**config.mk**
```make
export PLATFORM = sky130hd
export DESIGN_NAME = rgb565_hsl_color_threshold
export DESIGN_NICKNAME = d
export VERILOG_FILES = /design/src/rtl/rgbhsl_pkg.sv /design/src/rtl/rgb565_hsl_color_threshold.sv
export SDC_FILE = /design/constraint.sdc
export NUM_CORES = 1
export LEC_CHECK = 0
export ABC_AREA = 1
export CORE_MARGIN = 3
export CORE_UTILIZATION = 40
export DETAILED_ROUTE_END_ITERATION = 10
export DONT_BUFFER_PORTS = 1
export PLACE_DENSITY_LB_ADDON = 0.25
export SETUP_SLACK_MARGIN = 0.2
export SYNTH_ARGS = -nofsm -noshare
export SYNTH_HDL_FRONTEND = slang
export SYNTH_SLANG_ARGS = --single-unit
```
**constraint.sdc**
```tcl
create_clock -name clk_i -period 21.7 [get_ports clk_i]
set_clock_uncertainty 0.15 [all_clocks]
set_input_delay 0 -clock clk_i [delete_from_list [all_inputs] [get_ports clk_i]]
set_output_delay 0 -clock clk_i [all_outputs]
set_load 0.02 [all_outputs]
```
**src/rtl/rgbhsl_pkg.sv**
```systemverilog
package rgbhsl_pkg;

  // Configuration register indexes
  localparam logic [2:0] RegHueLowA   = 3'd0;
  localparam logic [2:0] RegHueHighA  = 3'd1;
  localparam logic [2:0] RegHueLowB   = 3'd2;
  localparam logic [2:0] RegHueHighB  = 3'd3;
  localparam logic [2:0] RegSatLow    = 3'd4;
  localparam logic [2:0] RegSatHigh   = 3'd5;
  localparam logic [2:0] RegLightLow  = 3'd6;
  localparam logic [2:0] RegLightHigh = 3'd7;

  // Reset values of the window bounds
  localparam logic [7:0] RstHueLowA   = 8'd0;
  localparam logic [7:0] RstHueHighA  = 8'd20;
  localparam logic [7:0] RstHueLowB   = 8'd210;
  localparam logic [7:0] RstHueHighB  = 8'd255;
  localparam logic [7:0] RstSatLow    = 8'd100;
  localparam logic [7:0] RstSatHigh   = 8'd255;
  localparam logic [7:0] RstLightLow  = 8'd60;
  localparam logic [7:0] RstLightHigh = 8'd200;

  // Scale constants
  localparam logic [7:0] HueRed   = 8'd0;
  localparam logic [7:0] HueGreen = 8'd80;
  localparam logic [7:0] HueBlue  = 8'd160;
  localparam logic [7:0] HueWrap  = 8'd240;
  localparam logic [8:0] SumWrap  = 9'd511;
  localparam logic [7:0] BinMiss  = 8'd255;
  localparam logic [7:0] BinHit   = 8'd0;

  // Lightness = floor(sum*8/17), done as (sum*8 * 61681) >> 20
  localparam logic [15:0] LightRecip = 16'd61681;

  // Sum range that selects the 511-sum divisor (lightness 0 or above 120)
  localparam logic [8:0] SumLowMax  = 9'd2;
  localparam logic [8:0] SumHighMin = 9'd258;

  // Quotient bits, one per divider stage
  localparam int DivBitsDef = 8;

  // Which channel holds the maximum
  typedef enum logic [1:0] {
    MaxR = 2'd0,
    MaxG = 2'd1,
    MaxB = 2'd2
  } max_sel_e;

endpackage

```
**src/rtl/rgb565_hsl_color_threshold.sv**
```systemverilog
// RGB565 pixel to HSL (0..240) with a colour-window threshold.
// A pixel is registered in stage 1, stage 2, each divider stage, the HSL stage and the output register.
// Throughput: one pixel per cycle; a stalled output holds the whole pipeline.
// The quotient bits come from a restoring divider, one bit per register stage.
// Reset: pipeline emptied, window bounds return to their defaults.
module rgb565_hsl_color_threshold
  import rgbhsl_pkg::*;
(
  input  logic        clk_i,
  input  logic        rst_ni,
  input  logic        cfg_we_i,
  input  logic [2:0]  cfg_idx_i,
  input  logic [7:0]  cfg_data_i,
  input  logic        in_valid_i,
  output logic        in_ready_o,
  input  logic [15:0] pixel_i,
  output logic        out_valid_o,
  input  logic        out_ready_i,
  output logic [7:0]  hue_o,
  output logic [7:0]  saturation_o,
  output logic [7:0]  lightness_o,
  output logic [7:0]  binary_value_o
);

  localparam int RemW    = 17;
  localparam int DivBits = DivBitsDef;

  // Window bound registers
  logic [7:0] hue_low_a_q, hue_high_a_q, hue_low_b_q, hue_high_b_q;
  logic [7:0] sat_low_q, sat_high_q, light_low_q, light_high_q;

  always_ff @(posedge clk_i or negedge rst_ni) begin
    if (!rst_ni) begin
      hue_low_a_q  <= RstHueLowA;
      hue_high_a_q <= RstHueHighA;
      hue_low_b_q  <= RstHueLowB;
      hue_high_b_q <= RstHueHighB;
      sat_low_q    <= RstSatLow;
      sat_high_q   <= RstSatHigh;
      light_low_q  <= RstLightLow;
      light_high_q <= RstLightHigh;
    end else if (cfg_we_i) begin
      unique case (cfg_idx_i)
        RegHueLowA:   hue_low_a_q  <= cfg_data_i;
        RegHueHighA:  hue_high_a_q <= cfg_data_i;
        RegHueLowB:   hue_low_b_q  <= cfg_data_i;
        RegHueHighB:  hue_high_b_q <= cfg_data_i;
        RegSatLow:    sat_low_q    <= cfg_data_i;
        RegSatHigh:   sat_high_q   <= cfg_data_i;
        RegLightLow:  light_low_q  <= cfg_data_i;
        RegLightHigh: light_high_q <= cfg_data_i;
        default: ;
      endcase
    end
  end

  // Whole pipeline moves when the output slot is free or being taken
  logic adv;
  assign adv        = !out_valid_o || out_ready_i;
  assign in_ready_o = adv;

  // Stage 1: channel expand, max/min, hue difference
  logic [7:0] r, g, b, mx, mn, ha, hb;
  max_sel_e   sel_d;
  logic       s1_vld_q;
  logic [7:0] s1_d_q, s1_adiff_q;
  logic [8:0] s1_sum_q;
  logic       s1_neg_q;
  max_sel_e   s1_sel_q;

  always_comb begin
    r = {pixel_i[15:11], 3'b000};
    g = {pixel_i[10:5], 2'b00};
    b = {pixel_i[4:0], 3'b000};
    mx = r;
    if (g > mx) mx = g;
    if (b > mx) mx = b;
    mn = r;
    if (g < mn) mn = g;
    if (b < mn) mn = b;
    if (r >= g && r >= b) begin
      sel_d = MaxR; ha = g; hb = b;
    end else if (g >= b) begin
      sel_d = MaxG; ha = b; hb = r;
    end else begin
      sel_d = MaxB; ha = r; hb = g;
    end
  end

  always_ff @(posedge clk_i or negedge rst_ni) begin
    if (!rst_ni) s1_vld_q <= 1'b0;
    else if (adv) s1_vld_q <= in_valid_i;
  end

  always_ff @(posedge clk_i) begin
    if (adv) begin
      s1_d_q     <= mx - mn;
      s1_sum_q   <= {1'b0, mx} + {1'b0, mn};
      s1_sel_q   <= sel_d;
      s1_neg_q   <= ha < hb;
      s1_adiff_q <= (ha < hb) ? (hb - ha) : (ha - hb);
    end
  end

  // Divider pipeline, element 0 is stage 2 (numerators, divisors, lightness)
  logic             dv_vld_q  [DivBits+1];
  logic [RemW-1:0]  dv_hrem_q [DivBits+1];
  logic [RemW-1:0]  dv_srem_q [DivBits+1];
  logic [7:0]       dv_hden_q [DivBits+1];
  logic [8:0]       dv_sden_q [DivBits+1];
  logic [7:0]       dv_hq_q   [DivBits+1];
  logic [7:0]       dv_sq_q   [DivBits+1];
  max_sel_e         dv_sel_q  [DivBits+1];
  logic             dv_neg_q  [DivBits+1];
  logic             dv_gray_q [DivBits+1];
  logic [7:0]       dv_l_q    [DivBits+1];

  // Stage 2 combinational
  logic [27:0] lprod;
  logic [8:0]  sden_d;
  assign lprod  = 28'({s1_sum_q, 3'b000}) * 28'(LightRecip);
  assign sden_d = (s1_sum_q <= SumLowMax || s1_sum_q >= SumHighMin) ?
                  (SumWrap - s1_sum_q) : s1_sum_q;

  always_ff @(posedge clk_i or negedge rst_ni) begin
    if (!rst_ni) dv_vld_q[0] <= 1'b0;
    else if (adv) dv_vld_q[0] <= s1_vld_q;
  end

  always_ff @(posedge clk_i) begin
    if (adv) begin
      dv_hrem_q[0] <= RemW'({s1_adiff_q, 5'b0}) + RemW'({s1_adiff_q, 3'b0});
      dv_srem_q[0] <= RemW'({s1_d_q, 8'b0}) - RemW'({s1_d_q, 4'b0});
      dv_hden_q[0] <= s1_d_q;
      dv_sden_q[0] <= sden_d;
      dv_hq_q[0]   <= '0;
      dv_sq_q[0]   <= '0;
      dv_sel_q[0]  <= s1_sel_q;
      dv_neg_q[0]  <= s1_neg_q;
      dv_gray_q[0] <= s1_d_q == '0;
      dv_l_q[0]    <= lprod[27:20];
    end
  end

  // One quotient bit per stage, most significant first
  for (genvar k = 0; k < DivBits; k++) begin : g_div
    localparam int Sh = DivBits - 1 - k;
    logic [RemW-1:0] htrial, strial;
    logic            hbit, sbit;
    assign htrial = RemW'(dv_hden_q[k]) << Sh;
    assign strial = RemW'(dv_sden_q[k]) << Sh;
    assign hbit   = dv_hrem_q[k] >= htrial;
    assign sbit   = dv_srem_q[k] >= strial;

    always_ff @(posedge clk_i or negedge rst_ni) begin
      if (!rst_ni) dv_vld_q[k+1] <= 1'b0;
      else if (adv) dv_vld_q[k+1] <= dv_vld_q[k];
    end

    always_ff @(posedge clk_i) begin
      if (adv) begin
        dv_hrem_q[k+1] <= hbit ? (dv_hrem_q[k] - htrial) : dv_hrem_q[k];
        dv_srem_q[k+1] <= sbit ? (dv_srem_q[k] - strial) : dv_srem_q[k];
        dv_hq_q[k+1]   <= {dv_hq_q[k][6:0], hbit};
        dv_sq_q[k+1]   <= {dv_sq_q[k][6:0], sbit};
        dv_hden_q[k+1] <= dv_hden_q[k];
        dv_sden_q[k+1] <= dv_sden_q[k];
        dv_sel_q[k+1]  <= dv_sel_q[k];
        dv_neg_q[k+1]  <= dv_neg_q[k];
        dv_gray_q[k+1] <= dv_gray_q[k];
        dv_l_q[k+1]    <= dv_l_q[k];
      end
    end
  end

  // Hue assembly from sector offset and signed quotient
  logic [7:0] hq, base, hue_d;
  logic       hneg;
  assign hq   = dv_hq_q[DivBits];
  assign hneg = dv_neg_q[DivBits];

  always_comb begin
    case (dv_sel_q[DivBits])
      MaxR:    base = hneg ? HueWrap : HueRed;
      MaxG:    base = HueGreen;
      MaxB:    base = HueBlue;
      default: base = HueRed;
    endcase
    hue_d = hneg ? (base - hq) : (base + hq);
    if (dv_gray_q[DivBits]) hue_d = '0;
  end

  logic       hs_vld_q;
  logic [7:0] hs_h_q, hs_s_q, hs_l_q;

  always_ff @(posedge clk_i or negedge rst_ni) begin
    if (!rst_ni) hs_vld_q <= 1'b0;
    else if (adv) hs_vld_q <= dv_vld_q[DivBits];
  end

  always_ff @(posedge clk_i) begin
    if (adv) begin
      hs_h_q <= hue_d;
      hs_s_q <= dv_gray_q[DivBits] ? 8'd0 : dv_sq_q[DivBits];
      hs_l_q <= dv_l_q[DivBits];
    end
  end

  // Window test and output register
  logic hit;
  assign hit = ((hs_h_q > hue_low_a_q && hs_h_q < hue_high_a_q) ||
                (hs_h_q > hue_low_b_q && hs_h_q < hue_high_b_q)) &&
               (hs_s_q > sat_low_q && hs_s_q < sat_high_q) &&
               (hs_l_q > light_low_q && hs_l_q < light_high_q);

  logic       out_vld_q;
  logic [7:0] out_h_q, out_s_q, out_l_q, out_bin_q;

  always_ff @(posedge clk_i or negedge rst_ni) begin
    if (!rst_ni) out_vld_q <= 1'b0;
    else if (adv) out_vld_q <= hs_vld_q;
  end

  always_ff @(posedge clk_i) begin
    if (adv) begin
      out_h_q   <= hs_h_q;
      out_s_q   <= hs_s_q;
      out_l_q   <= hs_l_q;
      out_bin_q <= hit ? BinHit : BinMiss;
    end
  end

  assign out_valid_o    = out_vld_q;
  assign hue_o          = out_h_q;
  assign saturation_o   = out_s_q;
  assign lightness_o    = out_l_q;
  assign binary_value_o = out_bin_q;

`ifndef SYNTH
  // Result codes and scale limits
  a_bin_code: assert property (@(posedge clk_i) disable iff (!rst_ni)
    out_valid_o |-> (binary_value_o == BinHit || binary_value_o == BinMiss))
    else $error("binary value not 0 or 255");

  a_scale: assert property (@(posedge clk_i) disable iff (!rst_ni)
    out_valid_o |-> (hue_o <= HueWrap && saturation_o <= HueWrap &&
                     lightness_o <= HueWrap))
    else $error("HSL value above 240");

  // A stalled pipeline keeps its result
  a_hold: assert property (@(posedge clk_i) disable iff (!rst_ni)
    (out_valid_o && !out_ready_i) |=> (out_valid_o && $stable(hue_o) &&
                                       $stable(binary_value_o)))
    else $error("result changed under stall");
`endif

endmodule
```
# [After elaboration in Yosys (flattened, before gate mapping)]
# Memory sizes are Yosys's and may differ from the RTL's. A register that Yosys moved wholly into a read port is not among the register bits.
# Cells that the tools add are included.
[word_totals] ram_bits=711 memories=10 out_inout_bits=34 inputBits=32 ff_bits=144
[memory_table] name="dv_hrem_q" words=9 word_bits=17 read_ports=8 rd_clocked_by_memory_dff=0 write_ports=9 line_no="rgb565_hsl_color_threshold.sv:107" source="logic [RemW-1:0] dv_hrem_q [DivBits+1];"
[memory_table] name="dv_srem_q" words=9 word_bits=17 read_ports=8 rd_clocked_by_memory_dff=0 write_ports=9 line_no="rgb565_hsl_color_threshold.sv:108" source="logic [RemW-1:0] dv_srem_q [DivBits+1];"
[memory_table] name="dv_sden_q" words=9 word_bits=9 read_ports=8 rd_clocked_by_memory_dff=0 write_ports=9 line_no="rgb565_hsl_color_threshold.sv:110" source="logic [8:0] dv_sden_q [DivBits+1];"
[memory_table] name="dv_hden_q" words=9 word_bits=8 read_ports=8 rd_clocked_by_memory_dff=0 write_ports=9 line_no="rgb565_hsl_color_threshold.sv:109" source="logic [7:0] dv_hden_q [DivBits+1];"
[memory_table] name="dv_hq_q" words=9 word_bits=8 read_ports=9 rd_clocked_by_memory_dff=0 write_ports=9 line_no="rgb565_hsl_color_threshold.sv:111" source="logic [7:0] dv_hq_q [DivBits+1];"
[memory_table] name="dv_l_q" words=9 word_bits=8 read_ports=9 rd_clocked_by_memory_dff=1 write_ports=9 line_no="rgb565_hsl_color_threshold.sv:116" source="logic [7:0] dv_l_q [DivBits+1];"
[memory_table] name="+4 memories"
[classes] mux=33 n_eq_ne=9 n_addsub=25 reduce_logical=22 n_lt_le_gt_ge=34 multipliers=1
[op_table] op="$mux 17" n=16
[op_table] op="$mux 8" n=12
[op_table] op="$lt 8x8->1" n=7
[op_table] op="$gt 8x8->1" n=6
[op_table] op="$ge 17x10->1" n=2
[op_table] op="$ge 17x11->1" n=2
[op_table] op="$ge 17x12->1" n=2
[op_table] op="$ge 17x13->1" n=2
[op_table] op="$ge 17x14->1" n=2
[op_table] op="$ge 17x15->1" n=2
[op_table] op="$ge 17x9->1" n=2
[op_table] op="$sub 17x10->17" n=2
[op_table] op="$sub 17x11->17" n=2
[op_table] op="$sub 17x12->17" n=2
[op_table] op="$sub 17x13->17" n=2
[op_table] op="$sub 17x14->17" n=2
[op_table] op="$sub 17x15->17" n=2
[op_table] op="$sub 17x9->17" n=2
[op_table] op="$sub 8x8->8" n=4
[op_table] op="$mul 9x16->25 const B" n=1
[op_table] op="$ge 8x8->1" n=3
[op_table] op="$pmux 8 s3" n=1
[op_table] op="$ge 17x16->1" n=1
[op_table] op="$ge 17x8->1" n=1
[op_table] op="other kinds (24)" n=44

# [Logic depth before layout (Yosys ltp)]
# Gate-level depths: netlist of run 1.
[logic_depth] ltp_word=6 depth_mapped=26 mapped_depth_nobuf=25

# [Least setup slack after synthesis of run 1]
# Ideal clock, no wire load.
[synth_timing] kind="reg2reg" start="register out_vld_q, in the netlist out_valid_o" end="register dv_vld_q[8] (netlist bit)" period_less_slack_ns=18.426 arrival_ns=18.125 required_ns=21.399 slack_ns=3.274 stages_incl_launch_ff=4 cell_sequence="dfrtp_1 -> nand2_1 -> clkbuf_1 -> mux2_2"
[synth_via] elab_chain_len=2
[synth_lines] element="from (decl)" line_no="rgb565_hsl_color_threshold.sv:216" source="logic out_vld_q;"
[synth_lines] element="from (signal assigned)" line_no="rgb565_hsl_color_threshold.sv:221" source="else if (adv) out_vld_q <= hs_vld_q;"
[synth_lines] element="$logic_not 1->1" line_no="rgb565_hsl_color_threshold.sv:59" source="assign adv = !out_valid_o || out_ready_i;"
[synth_lines] element="$logic_or 1x1->1" line_no="rgb565_hsl_color_threshold.sv:59"
[synth_lines] element="via in_ready_o" line_no="rgb565_hsl_color_threshold.sv:15" source="output logic in_ready_o,"
[synth_lines] element="to (decl)" line_no="rgb565_hsl_color_threshold.sv:106" source="logic dv_vld_q [DivBits+1];"
# The timed path passes the listed nets, and every way through them passes these cells.
# A chain may end at the register's enable or synchronous reset.

# [Worst setup path after layout of run 1]
[layout_timing] start="register out_vld_q, in the netlist out_valid_o" end="register out_l_q[0], in the netlist lightness_o[0], enable pin"
[layout_via] elab_chain_len=2
[layout_lines] element="$logic_not 1->1" line_no="rgb565_hsl_color_threshold.sv:59"
[layout_lines] element="$logic_or 1x1->1" line_no="rgb565_hsl_color_threshold.sv:59"
[layout_lines] element="to (signal assigned)" line_no="rgb565_hsl_color_threshold.sv:228" source="out_l_q <= hs_l_q;"
[layout_lines] element="to (decl)" line_no="rgb565_hsl_color_threshold.sv:217" source="logic [7:0] out_h_q, out_s_q, out_l_q, out_bin_q;"
# No other way between the ends.

==> Implementation_results.wiki, run 1 <==
{| class="wikitable"
! Metric !! Value
|-
| Final setup margin || approximately 16000 ps
|-
| Cell type with the largest total area after synthesis || sky130_fd_sc_hd__edfxtp_1
|-
| Cell area reported after detailed placement || approximately 35000 µm²
|-
| Core region area || around 83000 µm²
|-
| Count of H-tree levels built during CTS || 3
|-
| Critical path peak fanout || between 80 and 90
|-
| Internal reg-to-reg setup slack || between 15000 and 20000 ps
|-
| Number of top-level pins || 66
|-
| Number of nets in the final layout || around 3600
|-
| Min cycle time layout || 5980 ps
|-
| Number of cells traversed by the worst hold path || 7
|-
| Number of buffers inserted during clock tree synthesis || 71
|-
| Non-Filler Instances || between 4000 and 5000
|-
| Sequential share of the synthesized area || 0.559
|-
| Unrepaired setup endpoints after global routing || false
|-
| Synth area leaders || sky130_fd_sc_hd__edfxtp_1 (50%), sky130_fd_sc_hd__ha_1 (10%), sky130_fd_sc_hd__nand2_1 (6.2%)
|-
| Post-synth net total || between 3000 and 4000
|-
| Syn Std Cell Area || 33500 µm²
|-
| Data arrival at the endpoint of the critical path || slightly above 6000 ps
|-
| Syn Inst Count || around 3200
|-
| Via count of the first global-routing pass || roughly 21000
|-
| Commonest non-fill, non-tap cell in the layout || sky130_fd_sc_hd__edfxtp_1
|-
| Fraction of synthesis flops using an asynchronous set or reset pin || 0.120
|-
| Vias per inst || just under 5
|-
| Global placement routability congestion || 0.837
|-
| Min-Delay Startpoint || pixel_i[13]
|-
| Effective utilization at floorplan || 0.406
|-
| Achievable clock frequency || 167 MHz
|-
| Number of instances in the placed design || 4222
|-
| Setup CP Type || flop to flop
|-
| Total Negative Setup Slacks || 0 ps
|-
| Synth top area share || 0.501
|-
| Clock tree root buffer cell || sky130_fd_sc_hd__clkbuf_16
|-
| DRC violations left || 0
|-
| Vias || 21200
|-
| Outcome || finished, final reports clean
|-
| Mapped Avg Cell Area || ~11 µm²
|-
| Pre-CTS setup slack || ~16000 ps
|-
| Post-route fraction of the period consumed by the critical path || 0.275
|-
| FF-to-FF path depth || 6
|-
| Slew headroom || 0.326
|-
| Clock tree from TritonCTS || done
|-
| Layout Area Growth over Synthesis || 12.3%
|-
| Layout cells sized above 1 || 0.0670
|-
| Distinct cells, synth || 59
|-
| Port Buffers || 0
|-
| Final setup violation count || 0
|-
| Final Hold Vio Count || 0
|-
| Max Cap Viol || 0
|-
| Total setup buffers inserted after CTS || 0
|-
| Worst-path clk slew || around 60 ps
|-
| Sum of routed wire length over all layers || between 60 and 70 mm
|-
| Worst skew pair latency || about 600 ps
|-
| Yosys warns || 0
|-
| Post-DRT Antenna Nets || 0
|-
| Hold worst-path end || s1_sum_q[6]
|-
| Yosys reg bits || around 640
|-
| Nature of the critical path endpoint || flop
|-
| Rows || 105
|-
| Post-synth EDFFs || 559
|-
| Die Footprint || approximately 87000 µm²
|-
| CP Data Required Time || between 20000 and 25000 ps
|-
| Number of antenna violations at the first check in global routing || 0
|-
| Total global routing overflow || 0
|-
| Capturing point of the worst reg2reg path || lightness_o[0]
|-
| Most used cells in the layout excluding fill and tap cells || sky130_fd_sc_hd__edfxtp_1 (559), sky130_fd_sc_hd__nand2_1 (556), sky130_fd_sc_hd__inv_1 (505)
|-
| Clock sink total || 635
|-
| Wire length of the first global-routing pass || slightly above 100 mm
|-
| First DRT Iteration DRCs || ~880
|-
| Pin count of the biggest net entering global routing || 86
|-
| Average wire per standard cell || 13.9 µm
|-
| Hold buffer count at CTS || 65
|-
| Post-route design area || roughly 38000 µm²
|-
| Total inserted antenna cells || 0
|-
| Pin slew with the least headroom to its limit || 1010 ps
|-
| HPWL after DPL || roughly 45 mm
|-
| Top_reg_cell synth || sky130_fd_sc_hd__edfxtp_1
|-
| Worst hold path class || input port to flop
|-
| GRT Total Usage || 0.144
|-
| Die Wd || around 300 µm
|-
| Maximum root-to-sink buffer count || 3
|-
| Iteration count of the initial detailed-routing pass || 4
|-
| Number of pins with negative max-slew slack in the final report || 0
|-
| Worst reg2reg path startpoint || out_valid_o
|-
| Die Y-Extent || approximately 300 µm
|-
| Kind of start point of the critical path || flop
|-
| PostCTS Resize Cnt || 0
|}
Yosys cell counts, types with 5 or more instances:
cell and instances:
sky130_fd_sc_hd__a211oi_1 12, sky130_fd_sc_hd__a21o_1 19, sky130_fd_sc_hd__a21oi_1 172, sky130_fd_sc_hd__a31oi_1 10, sky130_fd_sc_hd__buf_2 10, sky130_fd_sc_hd__buf_4 13, sky130_fd_sc_hd__clkbuf_1 10, sky130_fd_sc_hd__dfrtp_1 44
sky130_fd_sc_hd__dfstp_2 32, sky130_fd_sc_hd__edfxtp_1 559, sky130_fd_sc_hd__fa_1 26, sky130_fd_sc_hd__ha_1 281, sky130_fd_sc_hd__inv_1 505, sky130_fd_sc_hd__inv_2 10, sky130_fd_sc_hd__mux2_2 8, sky130_fd_sc_hd__nand2_1 557
sky130_fd_sc_hd__nand2_2 11, sky130_fd_sc_hd__nand3_1 88, sky130_fd_sc_hd__nand3_2 5, sky130_fd_sc_hd__nand3b_1 7, sky130_fd_sc_hd__nand4_1 41, sky130_fd_sc_hd__nor2_1 219, sky130_fd_sc_hd__nor3_1 31, sky130_fd_sc_hd__nor3_2 8
sky130_fd_sc_hd__nor4_1 7, sky130_fd_sc_hd__o211ai_1 7, sky130_fd_sc_hd__o21a_1 8, sky130_fd_sc_hd__o21ai_0 238, sky130_fd_sc_hd__o21ai_1 14, sky130_fd_sc_hd__o21ai_2 6, sky130_fd_sc_hd__o21bai_1 15, sky130_fd_sc_hd__o22ai_1 6
sky130_fd_sc_hd__or2_2 18, sky130_fd_sc_hd__xnor2_1 55, sky130_fd_sc_hd__xor2_1 79
stage by stage:
stage | hold slack, ps | util
6_report | 33.3 | 0.456
5_1_grt | 70.0 | 0.456
4_1_cts | 1.45 | 0.456
3_5_place_dp | -443 | 0.420
3_3_place_gp | -443 | 0.420
2_1_floorplan | -446 | -
area by class of cell:
class	instances	area [µm²]
clock buffer	83	1870
clock inverter	41	415
fill	7693	44800
inverter	515	1930
multi-input combinational	1994	12600
sequential	635	18700
tap	1070	1340
timing repair buffer	73	746
routing by layer:
metal	GRT usage	wire length (µm)
met1	0.172	26800
met2	0.262	30800
met3	0.0244	1790
met4	0.0511	1990
met5	0	0
registers in the layout (all words and copies together), names as in the netlist, 9 cells and up:
| signal | flops |
|---|---|
| dv_sden_q | 64 |
| dv_sq_q | 36 |
| dv_srem_q | 103 |
| dv_gray_q | 9 |
| dv_hden_q | 46 |
| dv_sel_q | 18 |
| dv_hrem_q | 96 |
| dv_l_q | 72 |
| dv_neg_q | 9 |
| dv_hq_q | 36 |
| dv_vld_q | 9 |
how the worst max path moves through the flow:
| stage | from | end | slack, ps | depth (start not counted) |
|---|---|---|---|---|
| floorplan | out_valid_o | dv_vld_q[8] | 3270 | 3 |
| global placement | out_valid_o | dv_l_q[0][5] | 15550 | 6 |
| detailed placement | out_valid_o | dv_l_q[0][5] | 15530 | 6 |
| CTS | out_valid_o | dv_srem_q[0][15] | 15520 | 6 |
| global route | out_valid_o | dv_srem_q[0][33] | 15050 | 6 |
| finish | out_valid_o | lightness_o[0] | 15720 | 6 |
worst max-delay path, stage by stage, from the launching register on:
cell and delay [ps]:
sky130_fd_sc_hd__dfrtp_1 470, sky130_fd_sc_hd__nand2_4 650, sky130_fd_sc_hd__buf_4 860, sky130_fd_sc_hd__buf_4 760, sky130_fd_sc_hd__buf_4 860, sky130_fd_sc_hd__buf_4 900, sky130_fd_sc_hd__buf_4 790
cell families after synthesis:
family          count (synthesis)  synth area share
xor+xnor                      134            0.0350
fa+ha+maj                     307             0.120
simple gates                 1012             0.130
mux                             9           0.00299
compound gates                532            0.0880
buf+inv                       553            0.0651
flops                         635             0.559
Power of run 1 is left out: the tool's default activity adds up to more than one toggle a clock period on the data nets, which glitch-free logic cannot reach.
==> run 2, diff against run 1 <==
==> constraint.sdc (replaced) <==
create_clock -name clk_i -period 6.3 [get_ports clk_i]
set_clock_uncertainty 0.15 [all_clocks]
set_input_delay 0 -clock clk_i [delete_from_list [all_inputs] [get_ports clk_i]]
set_output_delay 0 -clock clk_i [all_outputs]
set_load 0.02 [all_outputs]
==> run 2 against run 1 <==
  * Hold slack improved by 20 ps
  * Core utilization about the same
  * Routed wire length down 0.49%
==> Implementation_results.wiki, run 2 (same netlist as run 1, synthesis figures left out) <==
{| class="wikitable"
! Metric !! Value
|-
| Outcome || finished, final reports clean
|-
| Post-DRT Antenna Nets || 0 (unchanged)
|-
| Final Hold Vio Count || 0 (unchanged)
|-
| Register bank with the most flops || dv_srem_q
|-
| Rows || 105 (unchanged)
|-
| Vias per inst || 4.82 (+0.21%)
|-
| Pin slew with the least headroom to its limit || 1070 ps (+58.9 ps)
|-
| HPWL after DPL || 43.7 mm (-1.7%)
|-
| Core region area || 82500 µm² (unchanged)
|-
| Most used cells in the layout excluding fill and tap cells || sky130_fd_sc_hd__edfxtp_1 (559), sky130_fd_sc_hd__nand2_1 (556), sky130_fd_sc_hd__inv_1 (505)
|-
| Global placement routability congestion || 0.860 (+2.7%)
|-
| DRC violations left || 0 (unchanged)
|-
| Number of nets in the final layout || 3623 (-0.17%)
|-
| CP bufs+invs || 7 (+2)
|-
| Worst setup path startpoint || pixel_i[15]
|-
| CP Data Required Time || 6480 ps (-15290 ps)
|-
| Clock tree root buffer cell || sky130_fd_sc_hd__clkbuf_16
|-
| Sum of routed wire length over all layers || 61.1 mm (-0.49%)
|-
| Total global routing overflow || 0 (unchanged)
|-
| Number of buffers inserted during clock tree synthesis || 70 (-1.4%)
|-
| Via count of the first global-routing pass || 21300 (+0.99%)
|-
| Critical path peak fanout || 12 (-86%)
|-
| Slew headroom || 0.287 (-0.0393)
|-
| Max Cap Viol || 0 (unchanged)
|-
| CP delay by family, top || buffers and inverters
|-
| Total Negative Setup Slacks || 0 ps (unchanged)
|-
| Worst-path clk slew || 60 ps (about the same)
|-
| Flip-flop count of the largest register, all copies and words added || 103 (unchanged)
|-
| Final setup violation count || 0 (unchanged)
|-
| Core occupancy in the finished layout || 0.456 (about the same)
|-
| Wire length of the first global-routing pass || 103 mm (+0.18%)
|-
| Nature of the critical path endpoint || flop
|-
| Die Y-Extent || 296 µm (unchanged)
|-
| Clock tree from TritonCTS || done
|-
| Achievable clock frequency || between 150 and 200 MHz
|-
| Post-route fraction of the period consumed by the critical path || 0.843
|-
| Vias || 21200 (+0.15%)
|-
| Worst reg2reg path startpoint || s1_sum_q[7]
|-
| Count of fill cells added during filler insertion || 7638 (-0.71%)
|-
| Worst hold path class || input port to flop
|-
| First DRT Iteration DRCs || 988 (+12%)
|-
| Layout cells sized above 1 || 0.0668 (-0.000219)
|-
| Master of the slowest instance on the critical path || sky130_fd_sc_hd__dlygate4sd3_1
|-
| Ordered cell list for the critical path || dlygate4sd3_1 -> ha_1 -> a21oi_1 -> nand3_2 -> o21ai_0 -> inv_1 -> ha_1 -> nand3_1 -> inv_1 -> nand4_2 -> dlygate4sd3_1 -> nand2_4 -> nand2_4 -> nand2_1 -> nand2_1 -> dlygate4sd3_1 -> ha_1 -> dlygate4sd3_1 -> o21bai_1 -> dlygate4sd3_1
|-
| Die Footprint || 87300 µm² (unchanged)
|-
| Kind of start point of the critical path || input port
|-
| Iteration count of the initial detailed-routing pass || 5 (+1)
|-
| Clock sink total || 635 (unchanged)
|-
| Data arrival at the endpoint of the critical path || 5480 ps (-570 ps)
|-
| Effective utilization at floorplan || 0.406 (unchanged)
|-
| PostCTS Resize Cnt || 0 (unchanged)
|-
| Commonest non-fill, non-tap cell in the layout || sky130_fd_sc_hd__edfxtp_1
|-
| Setup CP Type || input port to flop
|-
| Min-Delay Startpoint || pixel_i[7]
|-
| Die Wd || 296 µm (unchanged)
|-
| Number of pins with negative max-slew slack in the final report || 0 (unchanged)
|-
| Pin count of the biggest net entering global routing || 207 (+140%)
|-
| Min cycle time layout || about 5300 ps
|-
| Critical Path Most Common Cell || sky130_fd_sc_hd__dlygate4sd3_1
|-
| Maximum root-to-sink buffer count || 3 (unchanged)
|-
| Worst skew pair latency || 590 ps (about the same)
|-
| Number of top-level pins || 66 (unchanged)
|-
| Count of H-tree levels built during CTS || 3 (unchanged)
|-
| Number of antenna violations at the first check in global routing || 3 (+3)
|-
| GRT Total Usage || 0.145 (+0.000253)
|-
| Port Buffers || 0 (unchanged)
|-
| Biggest regs || dv_srem_q (103), dv_hrem_q (96), dv_l_q (72)
|-
| Layout Area Growth over Synthesis || 12.2% (about the same)
|-
| Delay of the slowest cell on the worst path || 600 ps (-300 ps)
|-
| Unrepaired setup endpoints after global routing || false
|-
| Average wire per standard cell || 13.9 µm (-0.43%)
|}
==> run 2: layout make-up <==
cell class	count	area, µm²	share of cell area
Clock inverter	34	335	0.00891
Inverter	515	1930	0.0514
Timing Repair Buffer	68	743	0.0198
Tap cell	1070	1340	0.0356
Clock buffer	91	1920	0.0511
Antenna cell	1	2.50	0.0000665
Sequential cell	635	18700	0.498
Multi-Input combinational cell	1994	12600	0.336
==> run 2: worst paths after layout <==
kind	endpoint	slack [ps]	cells after the start
min in group asynchronous	hue_low_b_q[4]	510	3
hold reg to reg	dv_hq_q[0][61]	250	0
setup reg to reg	dv_l_q[0][7]	2060	14
setup / recovery	s1_sum_q[8]	990	20
max in group asynchronous	hue_high_a_q[1]	5220	4
hold / removal	s1_adiff_q[4]	50	6
==> run 2: worst min-delay path, stage by stage <==
cell and delay [ps]:
sky130_fd_sc_hd__o22ai_1 140, sky130_fd_sc_hd__a21oi_1 80, sky130_fd_sc_hd__inv_1 60, sky130_fd_sc_hd__ha_1 190
sky130_fd_sc_hd__inv_1 80, sky130_fd_sc_hd__xor2_1 140
==> run 2: metal layers <==
| metal | global-route usage | vias up | part of all wire |
|---|---|---|---|
| met1 | 0.171 | 9769 | 0.43 |
| met4 | 0.0494 | 2 | 0.029 |
| met3 | 0.0291 | 120 | 0.042 |
| met2 | 0.261 | 320 | 0.50 |
| li1 | - | 11000 | - |
| met5 | 0 | - | 0.00021 |
==> run 2: repair_timing <==
action | in CTS | in global routing
endpoints found under the setup margin | 0 | 0
hold endpoints to repair | 162 | 0
buffers inserted | 0 | 0
hold buffers | 64 | 0
==> run 2: through the flow <==
stage / setup WS (ps) / hold WS [ps] / instance area [µm²] / std cells
after floorplan: 649 / -446 / 33500 / 3182
after global placement: 2060 / -444 / 34700 / 4218
after detailed placement: 2060 / -444 / 34700 / 4218
after CTS: 1050 / 1.75 / 37600 / 4407
after global routing: 717 / 67.7 / 37600 / 4407
final: 992 / 53.2 / 37600 / 4408
Power of run 2 is left out for the same reason.
